===== src/rtl/mbd_pkg.sv =====
// ----------------------------------------------------------------------------
// mbd_pkg
// types and constants of the multi-button debouncer
// ----------------------------------------------------------------------------
`timescale 1ns / 1ps

package mbd_pkg;

   localparam int NUM_BUTTONS         = 5;
   localparam int COUNT_WIDTH_DEFAULT = 8;
   localparam int THRESH_WIDTH        = 8;
   localparam int IDX_WIDTH           = 3;
   localparam int EVENT_WIDTH         = 2;
   localparam int CSR_INDEX_WIDTH     = 2;
   localparam int CSR_DATA_WIDTH      = 8;

   typedef logic [NUM_BUTTONS-1:0]     levels_type;
   typedef logic [THRESH_WIDTH-1:0]    thresh_type;
   typedef logic [IDX_WIDTH-1:0]       idx_type;
   typedef logic [EVENT_WIDTH-1:0]     event_type;
   typedef logic [CSR_INDEX_WIDTH-1:0] csr_index_type;
   typedef logic [CSR_DATA_WIDTH-1:0]  csr_data_type;

   localparam logic OP_POLL  = 1'b0;
   localparam logic OP_QUERY = 1'b1;

   localparam event_type EV_NONE     = 2'd0;
   localparam event_type EV_PUSHED   = 2'd1;
   localparam event_type EV_RELEASED = 2'd2;

   localparam csr_index_type CSR_RISE_THRESHOLD = 2'd0;
   localparam csr_index_type CSR_FALL_THRESHOLD = 2'd1;
   localparam csr_index_type CSR_NORMAL_LEVELS  = 2'd2;

   localparam thresh_type RISE_THRESHOLD_RESET = 8'd3;
   localparam thresh_type FALL_THRESHOLD_RESET = 8'd3;
   localparam levels_type NORMAL_LEVELS_RESET  = 5'd0;

   typedef struct packed {
      logic       opcode;
      levels_type pin_levels;
      idx_type    button_index;
   } req_type;

   typedef struct packed {
      event_type  change_event;
      levels_type debounced_levels;
   } rsp_type;

   typedef struct packed {
      thresh_type rise_threshold;
      thresh_type fall_threshold;
      levels_type normal_levels;
   } cfg_type;

   typedef struct packed {
      logic poll_step;
      logic query_step;
      logic raw;
   } cell_ctrl_type;

endpackage


===== src/rtl/mbd_csr.sv =====
// ----------------------------------------------------------------------------
// mbd_csr
// configuration registers: thresholds and normal levels
// ----------------------------------------------------------------------------
`timescale 1ns / 1ps

module mbd_csr (
   input  logic                   clock,
   input  logic                   reset,
   input  logic                   csr_valid,
   output logic                   csr_ready,
   input  mbd_pkg::csr_index_type csr_index,
   input  mbd_pkg::csr_data_type  csr_wdata,
   output mbd_pkg::cfg_type       cfg
);

   mbd_pkg::cfg_type cfg_ff;
   mbd_pkg::cfg_type cfg_in;

   assign csr_ready = 1'b1;
   assign cfg       = cfg_ff;

   always_comb begin
      cfg_in = cfg_ff;
      if (csr_valid) begin
         unique case (csr_index)
            mbd_pkg::CSR_RISE_THRESHOLD: begin
               cfg_in.rise_threshold = mbd_pkg::THRESH_WIDTH'(csr_wdata);
            end
            mbd_pkg::CSR_FALL_THRESHOLD: begin
               cfg_in.fall_threshold = mbd_pkg::THRESH_WIDTH'(csr_wdata);
            end
            mbd_pkg::CSR_NORMAL_LEVELS: begin
               cfg_in.normal_levels = mbd_pkg::NUM_BUTTONS'(csr_wdata);
            end
            default: begin
               cfg_in = cfg_ff;
            end
         endcase
      end
   end

   always_ff @(posedge clock) begin
      if (reset) begin
         cfg_ff.rise_threshold <= mbd_pkg::RISE_THRESHOLD_RESET;
         cfg_ff.fall_threshold <= mbd_pkg::FALL_THRESHOLD_RESET;
         cfg_ff.normal_levels  <= mbd_pkg::NORMAL_LEVELS_RESET;
      end else begin
         cfg_ff <= cfg_in;
      end
   end

endmodule


===== src/rtl/mbd_cell.sv =====
// ----------------------------------------------------------------------------
// mbd_cell
// one button: settled level, saturating mismatch counter, sticky change flag
// ----------------------------------------------------------------------------
`timescale 1ns / 1ps

module mbd_cell #(
   parameter int COUNT_WIDTH = mbd_pkg::COUNT_WIDTH_DEFAULT,
   parameter bit LEVEL_RESET = 1'b0
) (
   input  logic                  clock,
   input  logic                  reset,
   input  mbd_pkg::cell_ctrl_type ctrl,
   input  mbd_pkg::thresh_type   rise_threshold,
   input  mbd_pkg::thresh_type   fall_threshold,
   input  logic                  normal_level,
   output logic                  level_next,
   output mbd_pkg::event_type    change_event
);

   localparam int CmpWidth =
      (COUNT_WIDTH > mbd_pkg::THRESH_WIDTH) ? COUNT_WIDTH : mbd_pkg::THRESH_WIDTH;
   localparam logic [COUNT_WIDTH-1:0] CountMax = '1;

   logic                   level_ff;
   logic                   level_in;
   logic                   flag_ff;
   logic                   flag_in;
   logic [COUNT_WIDTH-1:0] count_ff;
   logic [COUNT_WIDTH-1:0] count_in;
   logic [COUNT_WIDTH-1:0] count_inc;
   mbd_pkg::thresh_type    need;
   logic                   adopt;

   assign count_inc = (count_ff == CountMax) ? count_ff : count_ff + 1'b1;
   assign need      = ctrl.raw ? rise_threshold : fall_threshold;
   assign adopt     = CmpWidth'(count_inc) >= CmpWidth'(need);

   always_comb begin
      level_in = level_ff;
      flag_in  = flag_ff;
      count_in = count_ff;
      if (ctrl.poll_step) begin
         if (ctrl.raw != level_ff) begin
            if (adopt) begin
               level_in = ctrl.raw;
               flag_in  = 1'b1;
               count_in = '0;
            end else begin
               count_in = count_inc;
            end
         end else begin
            count_in = '0;
         end
      end else if (ctrl.query_step) begin
         flag_in = 1'b0;
      end
   end

   always_comb begin
      change_event = mbd_pkg::EV_NONE;
      if (ctrl.query_step && flag_ff) begin
         change_event = (level_ff == normal_level) ? mbd_pkg::EV_RELEASED
                                                   : mbd_pkg::EV_PUSHED;
      end
   end

   assign level_next = level_in;

   always_ff @(posedge clock) begin
      if (reset) begin
         level_ff <= LEVEL_RESET;
         flag_ff  <= 1'b0;
         count_ff <= '0;
      end else begin
         level_ff <= level_in;
         flag_ff  <= flag_in;
         count_ff <= count_in;
      end
   end

endmodule


===== src/rtl/multi_button_debouncer.sv =====
// ----------------------------------------------------------------------------
// multi_button_debouncer
// counter debouncer for five buttons with sticky change flags
// ----------------------------------------------------------------------------
// usage
//   req channel: a poll (opcode 0) carries raw pin levels, a query (opcode 1)
//   names a button and reads and clears its change flag
//   rsp channel: one transfer per request, with the query answer (none,
//   pushed, released) and the debounced levels after the request
//   csr channel: thresholds and normal levels, always ready, write when idle
// timing
//   a request lands in an input register, then, once the output is free, the
//   button cells update and the result register loads; one request per cycle
//   is sustained while responses are taken
//   the button state is per-button flip-flops, all updated on the same edge
// reset
//   clears both pipeline valid bits, counters and flags, and sets levels and
//   registers to their reset values; req_ready is high after reset
// stall
//   while rsp is held, the response stays put and one more request waits in
//   the input register; req_ready then drops until the response moves
// ----------------------------------------------------------------------------
`timescale 1ns / 1ps

module multi_button_debouncer #(
   parameter int COUNT_WIDTH = mbd_pkg::COUNT_WIDTH_DEFAULT
) (
   input  logic                   clock,
   input  logic                   reset,
   input  logic                   req_valid,
   output logic                   req_ready,
   input  mbd_pkg::req_type       req_data,
   output logic                   rsp_valid,
   input  logic                   rsp_ready,
   output mbd_pkg::rsp_type       rsp_data,
   input  logic                   csr_valid,
   output logic                   csr_ready,
   input  mbd_pkg::csr_index_type csr_index,
   input  mbd_pkg::csr_data_type  csr_wdata
);

   mbd_pkg::cfg_type    cfg;
   logic                s1_valid_ff;
   logic                s1_valid_in;
   mbd_pkg::req_type    s1_data_ff;
   logic                rsp_valid_ff;
   logic                rsp_valid_in;
   mbd_pkg::rsp_type    rsp_data_ff;
   mbd_pkg::rsp_type    rsp_data_in;
   logic                out_free;
   logic                advance;
   mbd_pkg::levels_type level_next;
   mbd_pkg::event_type  lane_event [mbd_pkg::NUM_BUTTONS];

   mbd_csr u_csr (
      .clock     (clock),
      .reset     (reset),
      .csr_valid (csr_valid),
      .csr_ready (csr_ready),
      .csr_index (csr_index),
      .csr_wdata (csr_wdata),
      .cfg       (cfg)
   );

   assign out_free  = !rsp_valid_ff || rsp_ready;
   assign advance   = s1_valid_ff && out_free;
   assign req_ready = !s1_valid_ff || out_free;

   for (genvar i = 0; i < mbd_pkg::NUM_BUTTONS; i++) begin : g_cell
      mbd_pkg::cell_ctrl_type ctrl;

      assign ctrl.poll_step  = advance && (s1_data_ff.opcode == mbd_pkg::OP_POLL);
      assign ctrl.query_step = advance && (s1_data_ff.opcode == mbd_pkg::OP_QUERY)
                               && (s1_data_ff.button_index == mbd_pkg::idx_type'(i));
      assign ctrl.raw        = s1_data_ff.pin_levels[i];

      mbd_cell #(
         .COUNT_WIDTH (COUNT_WIDTH),
         .LEVEL_RESET (mbd_pkg::NORMAL_LEVELS_RESET[i])
      ) u_cell (
         .clock          (clock),
         .reset          (reset),
         .ctrl           (ctrl),
         .rise_threshold (cfg.rise_threshold),
         .fall_threshold (cfg.fall_threshold),
         .normal_level   (cfg.normal_levels[i]),
         .level_next     (level_next[i]),
         .change_event   (lane_event[i])
      );
   end

   always_comb begin
      rsp_data_in.change_event     = mbd_pkg::EV_NONE;
      rsp_data_in.debounced_levels = level_next;
      for (int i = 0; i < mbd_pkg::NUM_BUTTONS; i++) begin
         rsp_data_in.change_event = rsp_data_in.change_event | lane_event[i];
      end
   end

   assign s1_valid_in  = req_ready ? req_valid : s1_valid_ff;
   assign rsp_valid_in = out_free ? s1_valid_ff : rsp_valid_ff;

   always_ff @(posedge clock) begin
      if (reset) begin
         s1_valid_ff  <= 1'b0;
         rsp_valid_ff <= 1'b0;
      end else begin
         s1_valid_ff  <= s1_valid_in;
         rsp_valid_ff <= rsp_valid_in;
      end
   end

   always_ff @(posedge clock) begin
      if (req_valid && req_ready) begin
         s1_data_ff <= req_data;
      end
      if (advance) begin
         rsp_data_ff <= rsp_data_in;
      end
   end

   assign rsp_valid = rsp_valid_ff;
   assign rsp_data  = rsp_data_ff;

endmodule


===== config.mk =====
export PLATFORM = sky130hd
export DESIGN_NAME = multi_button_debouncer
export DESIGN_NICKNAME = d
export VERILOG_FILES = /design/src/rtl/mbd_pkg.sv /design/src/rtl/mbd_csr.sv /design/src/rtl/mbd_cell.sv /design/src/rtl/multi_button_debouncer.sv
export SDC_FILE = /design/constraint.sdc
export NUM_CORES = 1
export LEC_CHECK = 0
export BUFFER_PORTS_ARGS = -buffer_cell sky130_fd_sc_hd__clkbuf_2
export CORE_UTILIZATION = 30
export DETAILED_ROUTE_END_ITERATION = 7
export GPL_TIMING_DRIVEN = 0
export SYNTH_ARGS = -nofsm -noshare
export SYNTH_HDL_FRONTEND = slang
export SYNTH_HIERARCHICAL = 1
export SYNTH_SLANG_ARGS = --single-unit

===== constraint.sdc =====
create_clock -name clock -period 3.7 [get_ports clock]
set_input_delay 0 -clock clock [delete_from_list [all_inputs] [get_ports clock]]
set_output_delay 0 -clock clock [all_outputs]
set_load 0.02 [all_outputs]

# Yosys cells after proc, flatten, opt, wreduce, memory -nomap -nowiden
# Index checks and enable logic that the tools add are counted.
[totals]
ff_bits = 89
latch_bits = 0
ramBits = 0
mem_bits_ro = 0
output_inout_bits = 10
wordCells = 169
mem_count = 0
[op_classes]
add_sub_neg = 5
multipliers = 0
div = 0
order_cmp = 5
n_eq_ne = 31
shift = 0
n_mux = 65
bitwise = 5
reduce_logical = 33
[op_table]
columns = ["op", "n"]
rows = [
  ["2-to-1 mux 8 bit", 20],
  ["adder 8 x 1 -> 8 bit (second input constant)", 5],
  ["== test 8 bit (second input constant)", 5],
  ["greater-or-equal comparator 8 bit", 5],
  ["2-to-1 mux 1 bit", 35],
  ["2-to-1 mux 2 bit", 10],
  ["!= test 2 x 1 -> 1 bit (second input constant)", 10],
  ["AND reduction 3 bit", 5],
  ["logical AND 1 bit", 14],
  ["nonzero test 2 bit", 5],
  ["OR 2 bit", 4],
  ["== test 3 x 2 -> 1 bit (second input constant)", 2],
  ["AND reduction 2 bit", 3],
  ["== test 1 bit", 5],
  ["!= test 1 bit", 5],
  ["== test 3 x 1 -> 1 bit (second input constant)", 1],
  ["== test 3 bit (second input constant)", 1],
  ["logical NOT 3 bit", 1],
  ["== test 2 x 1 -> 1 bit (second input constant)", 1],
  ["== test 2 bit (second input constant)", 1],
  ["logical NOT 1 bit", 2],
  ["logical NOT 2 bit", 1],
  ["logical OR 1 bit", 2],
  ["inverter 1 bit", 1],
]

# Depth between registers and ports, before layout
[depth]
ltp_word = 11
ltp_mapped = 11
ltp_nobuf = 11

# Cells and area by module
# The synthesis kept the hierarchy.
[modules_own_cells]
columns = ["mod", "instances", "cells_per_inst", "area_per_inst_um2"]
rows = [
  ["mbd_cell", 5, 110, 913.4],
  ["mbd_csr", 1, 84, 884.6],
  ["multi_button_debouncer", 1, 45, 693.2],
]

# Worst setup path after synthesis
# OpenSTA, ideal clock, no wires.
[synth_timing]
path_kind = "reg2reg"
startpoint = "reg g_cell[0].u_cell.count_ff[0]"
endpoint = "reg rsp_data_ff (netlist bit rsp_data[0]), data pin"
setup_time_ps = 262
t_arrival_ps = 2314
setup_slack_ps = 1124
path_stages_with_launch = 12
n_path_buf = 0
path_cell_list = "dfxtp_1 ha_1 nand4_1 nand2b_1 nand3_1 o21a_1 ha_1 o211ai_1 nor2_1 a21oi_1 nor2b_1 mux2_1"
[synth_via]
elab_chain_cells = 6
word_cells_on_any_way = 7
classes_between = "add/sub: 1; order compare: 1; eq/ne: 1; mux: 4"
[synth_rtl]
columns = ["element", "line", "rtl"]
rows = [
  ["start: declaration", "mbd_cell.sv:29", "logic [COUNT_WIDTH-1:0] count_ff;"],
  ["start signal: assignment", "mbd_cell.sv:78", "count_ff <= count_in;"],
  ["adder 8 x 1 -> 8 bit / == test 8 bit (equally long branches)", "mbd_cell.sv:35", "assign count_inc = (count_ff == CountMax) ? count_ff : count_ff + 1'b1;"],
  ["2-to-1 mux 8 bit (*)", "mbd_cell.sv:35", ""],
  ["greater-or-equal comparator 8 bit (*)", "mbd_cell.sv:37", "assign adopt = CmpWidth'(count_inc) >= CmpWidth'(need);"],
  ["2-to-1 mux 1 bit (*)", "mbd_cell.sv:45", "if (adopt) begin"],
  ["2-to-1 mux 1 bit (*)", "mbd_cell.sv:44", "if (ctrl.raw != level_ff) begin"],
  ["2-to-1 mux 1 bit (*)", "mbd_cell.sv:43", "if (ctrl.poll_step) begin"],
  ["net level_next[0]", "multi_button_debouncer.sv:52", "mbd_pkg::levels_type level_next;"],
  ["end signal: assignment", "multi_button_debouncer.sv:118", "rsp_data_ff <= rsp_data_in;"],
  ["end: declaration", "multi_button_debouncer.sv:48", "mbd_pkg::rsp_type rsp_data_ff;"],
]
# Mark *: on every way through the listed nets, which the timed path passes. The rest lies on a longest branch.
# A chain may end at the register's enable or synchronous reset.

# Worst setup path in the final report
[layout_timing]
startpoint = "reg g_cell[1].u_cell.count_ff[0]"
endpoint = "reg rsp_data_ff (netlist bit rsp_data[1]), data pin"
[layout_via]
elab_chain_cells = 6
word_cells_on_any_way = 7
classes_between = "add/sub: 1; order compare: 1; eq/ne: 1; mux: 4"
[layout_rtl]
columns = ["element", "line"]
rows = [
  ["start: declaration", "mbd_cell.sv:29"],
  ["start signal: assignment", "mbd_cell.sv:78"],
  ["adder 8 x 1 -> 8 bit / == test 8 bit (equally long branches)", "mbd_cell.sv:35"],
  ["2-to-1 mux 8 bit (*)", "mbd_cell.sv:35"],
  ["greater-or-equal comparator 8 bit (*)", "mbd_cell.sv:37"],
  ["2-to-1 mux 1 bit (*)", "mbd_cell.sv:45"],
  ["2-to-1 mux 1 bit (*)", "mbd_cell.sv:44"],
  ["2-to-1 mux 1 bit (*)", "mbd_cell.sv:43"],
  ["net level_next[1]", "multi_button_debouncer.sv:52"],
]
# Marks and branches as above.

==> impl_metrics.xml <==
<?xml version="1.0" encoding="UTF-8"?>
<metrics>
  <group name="setup_path">
    <metric name="crit_path_end_kind" unit="">flop</metric>
    <metric name="cp.arrival" unit="ns">3.12</metric>
    <metric name="timing.setup.critical_path_class" unit="">reg2reg</metric>
    <metric name="start_kind" unit="">flop</metric>
    <metric name="crit_path_required_time" unit="ns">3.79</metric>
    <metric name="timing.critical_path.fanout_max" unit="">6</metric>
  </group>
  <group name="timing">
    <metric name="max-slew-margin-rel" unit="%">21.4</metric>
    <metric name="rsz_0062_raised_after_global_routing" unit="">no</metric>
    <metric name="max_slew.worst_pin.slew" unit="ns">1.18</metric>
    <metric name="finalSetupViolCount" unit="">0</metric>
    <metric name="final_clock_period_utilization_by_the_worst_path" unit="%">81.7</metric>
    <metric name="timing.final.crit_period" unit="ns">3.02</metric>
    <metric name="fmax" unit="MHz">331</metric>
    <metric name="final_max_slew_viol_count" unit="">0</metric>
    <metric name="worst_clock_skew" unit="ns">0.0109</metric>
    <metric name="tns" unit="ns">0</metric>
    <metric name="finalHoldViolations" unit="">0</metric>
  </group>
  <group name="placement">
    <metric name="place_hpwl" unit="um">11100</metric>
    <metric name="placedCellCount" unit="">977</metric>
    <metric name="port_buffers" unit="">32</metric>
    <metric name="gp_congestion" unit="">0.829</metric>
  </group>
  <group name="job">
    <metric name="cap_viol_max_count" unit="">0</metric>
  </group>
  <group name="synth">
    <metric name="postSynthCellCount" unit="">679</metric>
    <metric name="synth_top_flop_cell" unit="">dfxtp_1</metric>
    <metric name="synth.ff_latch_count" unit="">89</metric>
    <metric name="mappedNetlistArea" unit="um^2">6140</metric>
    <metric name="count_of_cell_types_in_the_netlist" unit="">44</metric>
    <metric name="mappedNetlistNets" unit="">748</metric>
    <metric name="async_reset_ff_share" unit="%">0</metric>
    <metric name="yosysSeqAreaShare" unit="%">31.6</metric>
    <metric name="number_of_enable_type_register_cells_in_the_synthesized_netlist" unit="">16</metric>
    <metric name="synth_warnings" unit="">6</metric>
    <metric name="syn-mean-instance-area" unit="um^2">9.05</metric>
  </group>
  <group name="routing">
    <metric name="ant_nets" unit="">0</metric>
    <metric name="route.detailed.vias_per_inst" unit="">5.02</metric>
    <metric name="dr_wl_met3" unit="um">676</metric>
    <metric name="wl_met2" unit="um">6760</metric>
    <metric name="route.final.wire_length" unit="um">15200</metric>
    <metric name="post-route-drc-count" unit="">0</metric>
    <metric name="max_used_layer" unit="">met4</metric>
    <metric name="drt_iter0_markers" unit="">276</metric>
    <metric name="detailroute.via_count" unit="">5077</metric>
    <metric name="drt_first_pass_iters" unit="">5</metric>
    <metric name="route.layer.met1.wl" unit="um">7570</metric>
    <metric name="post_drt_wl_per_cell" unit="um">15.0</metric>
  </group>
  <group name="layout">
    <metric name="multi_input_comb_area" unit="um^2">4060</metric>
    <metric name="leading_cell_types_in_the_layout_fill_and_taps_excluded" unit="">dfxtp_1 (73), nand2b_1 (72), mux2i_1 (66)</metric>
    <metric name="drive_gt1_share" unit="%">13.9</metric>
    <metric name="fill_cells" unit="">2057</metric>
    <metric name="num_antenna_cells" unit="">0</metric>
    <metric name="sequential_cell_area" unit="um^2">1940</metric>
    <metric name="finalNetCount" unit="">811</metric>
    <metric name="synthToLayoutAreaGrowth" unit="%">15.7</metric>
    <metric name="layout.cells.most_common" unit="">dfxtp_1</metric>
    <metric name="stdcell_count" unit="">1011</metric>
  </group>
  <group name="clocking">
    <metric name="total_clock_buffers_created_by_cts" unit="">9</metric>
    <metric name="post-cts-setup-buffer-count" unit="">0</metric>
    <metric name="cts.root.buffer_cell" unit="">clkbuf_16</metric>
    <metric name="clock_tree.buffer_depth" unit="">2</metric>
    <metric name="clock_sink_count" unit="">89</metric>
    <metric name="clk_lat_worst_skew" unit="ns">0.36</metric>
    <metric name="clkTransAtPathRegs" unit="ns">0.07</metric>
    <metric name="htree_num_levels" unit="">3</metric>
    <metric name="cts_tree" unit="">done</metric>
  </group>
  <group name="global_route">
    <metric name="grt.total_usage" unit="%">15.0</metric>
    <metric name="wire_length_of_the_first_global_routing_pass" unit="um">24900</metric>
    <metric name="first_global_vias" unit="">4831</metric>
    <metric name="maximum_number_of_pins_on_one_net_before_global_route_repair" unit="">22</metric>
    <metric name="antenna_found_initial" unit="">0</metric>
    <metric name="aggregate_global_routing_overflow" unit="">0</metric>
  </group>
  <group name="floorplan">
    <metric name="rows" unit="">51</metric>
    <metric name="die_y" unit="um">145</metric>
    <metric name="io_pins" unit="">34</metric>
    <metric name="die_area" unit="um^2">21100</metric>
    <metric name="initial_utilization" unit="%">31.1</metric>
    <metric name="die_width" unit="um">145</metric>
    <metric name="floorplan.core_area" unit="um^2">19800</metric>
  </group>
  <group name="hold_path">
    <metric name="min-delay-path-class" unit="">in2reg</metric>
  </group>
  <group name="outcome">
    <metric name="status" unit="">completed</metric>
  </group>
  <group name="power_and_ir_drop">
    <metric name="power.density_cell_area" unit="nW/um^2">306</metric>
    <metric name="leakagePower" unit="nW">2.64</metric>
    <metric name="vdd_drop_max" unit="mV">0.191</metric>
  </group>
</metrics>
==> per-layer routing <==
layer,up-vias,global-route usage [%]
met1,2372,20.7
met2,85,23.3
met3,13,3.18
met4,0,4.58
li1,2607,-
met5,-,0
==> final cells by class <==
cell class	count	area share, %
Tap cell	265	4.66
Timing Repair Buffer	52	5.09
Clock inverter	5	0.581
Inverter	6	0.317
Clock buffer	10	3.22
Multi-Input combinational cell	556	57.1
Sequential cell	89	27.3
Buffer	28	1.74
==> repair_timing <==
action | 4_1_cts | 5_1_grt
hold endpoints to repair | 31 | 0
hold buffers | 19 | 0
resized for setup | 0 | 0
==> power by group <==
part	leakage, nW	internal [mW]	switching [mW]
sequential	0.746	1.01	0.0274
clock	0.126	0.458	0.416
combinational	1.77	0.114	0.150
total	2.64	1.58	0.593
==> path summary, 6_finish.rpt <==
check	startpoint	to	slack [ns]	cells past startpoint
max	g_cell[1].u_cell/count_ff[0]	rsp_data[1]	0.68	11
min	csr_index[1]	u_csr/cfg[0]	0.12	3
max reg2reg	g_cell[1].u_cell/count_ff[0]	rsp_data[1]	0.68	11
min reg2reg	g_cell[1].u_cell/flag_ff	g_cell[1].u_cell/flag_ff	0.50	2
==> cells by family (layout without fill, tap and decap cells) <==
kind of cell,count (synthesis),after routing,share of synthesized area (%)
compound gates,133,133,15.7
xor+xnor,15,15,2.14
fa+ha+maj,45,45,9.16
buf+inv,34,101,2.38
flops,89,89,31.6
mux,86,86,14.4
other cells,1,1,0.0610
simple gates,276,276,24.5
==> worst max-delay path, cell delays in order (launching register included) <==
cell and delay [ns]:
dfxtp_1 0.44, ha_1 0.30, nand4_1 0.16, nand2b_1 0.28, nand3_1 0.15, o21a_1 0.16, ha_1 0.19, o211ai_1 0.10
nor2_1 0.23, a21oi_1 0.11, nor2b_1 0.26, mux2_1 0.39
==> per-stage QoR <==
stage	hold WS (ns)	util (%)	setup slack [ns]	power, mW	cell area (um^2)
6_report	0.119	35.9	0.676	2.17	7110
5_1_grt	0.131	35.9	0.425	2.27	7110
4_1_cts	0.0982	35.9	0.641	2.21	7110
3_5_place_dp	0.180	33.6	0.652	1.31	6650
3_3_place_gp	0.185	33.5	0.669	1.30	6640
2_1_floorplan	0.0691	-	1.12	1.23	6140
==> cells in the mapped netlist, drive strengths merged (5+ instances only) <==
master   instances  area share (%)
nor2b           22             2.2
o21ai           20             2.2
nand4b           5            0.71
clkbuf          15            0.92
mux2i           66              11
o2bb2ai          5            0.71
xnor2           15             2.1
edfxtp          16             7.8
nand2           53             3.2
and2             5            0.51
a211oi          20             4.7
nand4           10             1.0
nand2b          72             7.3
o211ai           5            0.61
nor2            29             1.8
a31oi           20             2.0
mux2            20             3.7
inv              6            0.37
ha              45             9.2
dfxtp           73              24
nand3           50             4.1
o21a             5            0.61
a21oi           57             4.6
and3            15             1.5
buf             13             1.1
==> flip-flops by register name, indices dropped and copies added, names as in the netlist <==
| name | count |
|---|---|
| s1_data_ff | 4 |
| g_cell.u_cell/level_ff | 5 |
| rsp_data | 7 |
| g_cell.u_cell/count_ff | 40 |
| rsp_valid | 1 |
| g_cell.u_cell/flag_ff | 5 |
| s1_valid_ff | 1 |
| u_csr/cfg | 21 |
| g_cell.ctrl | 5 |
Note: power is estimated with default switching activity, not from simulation.
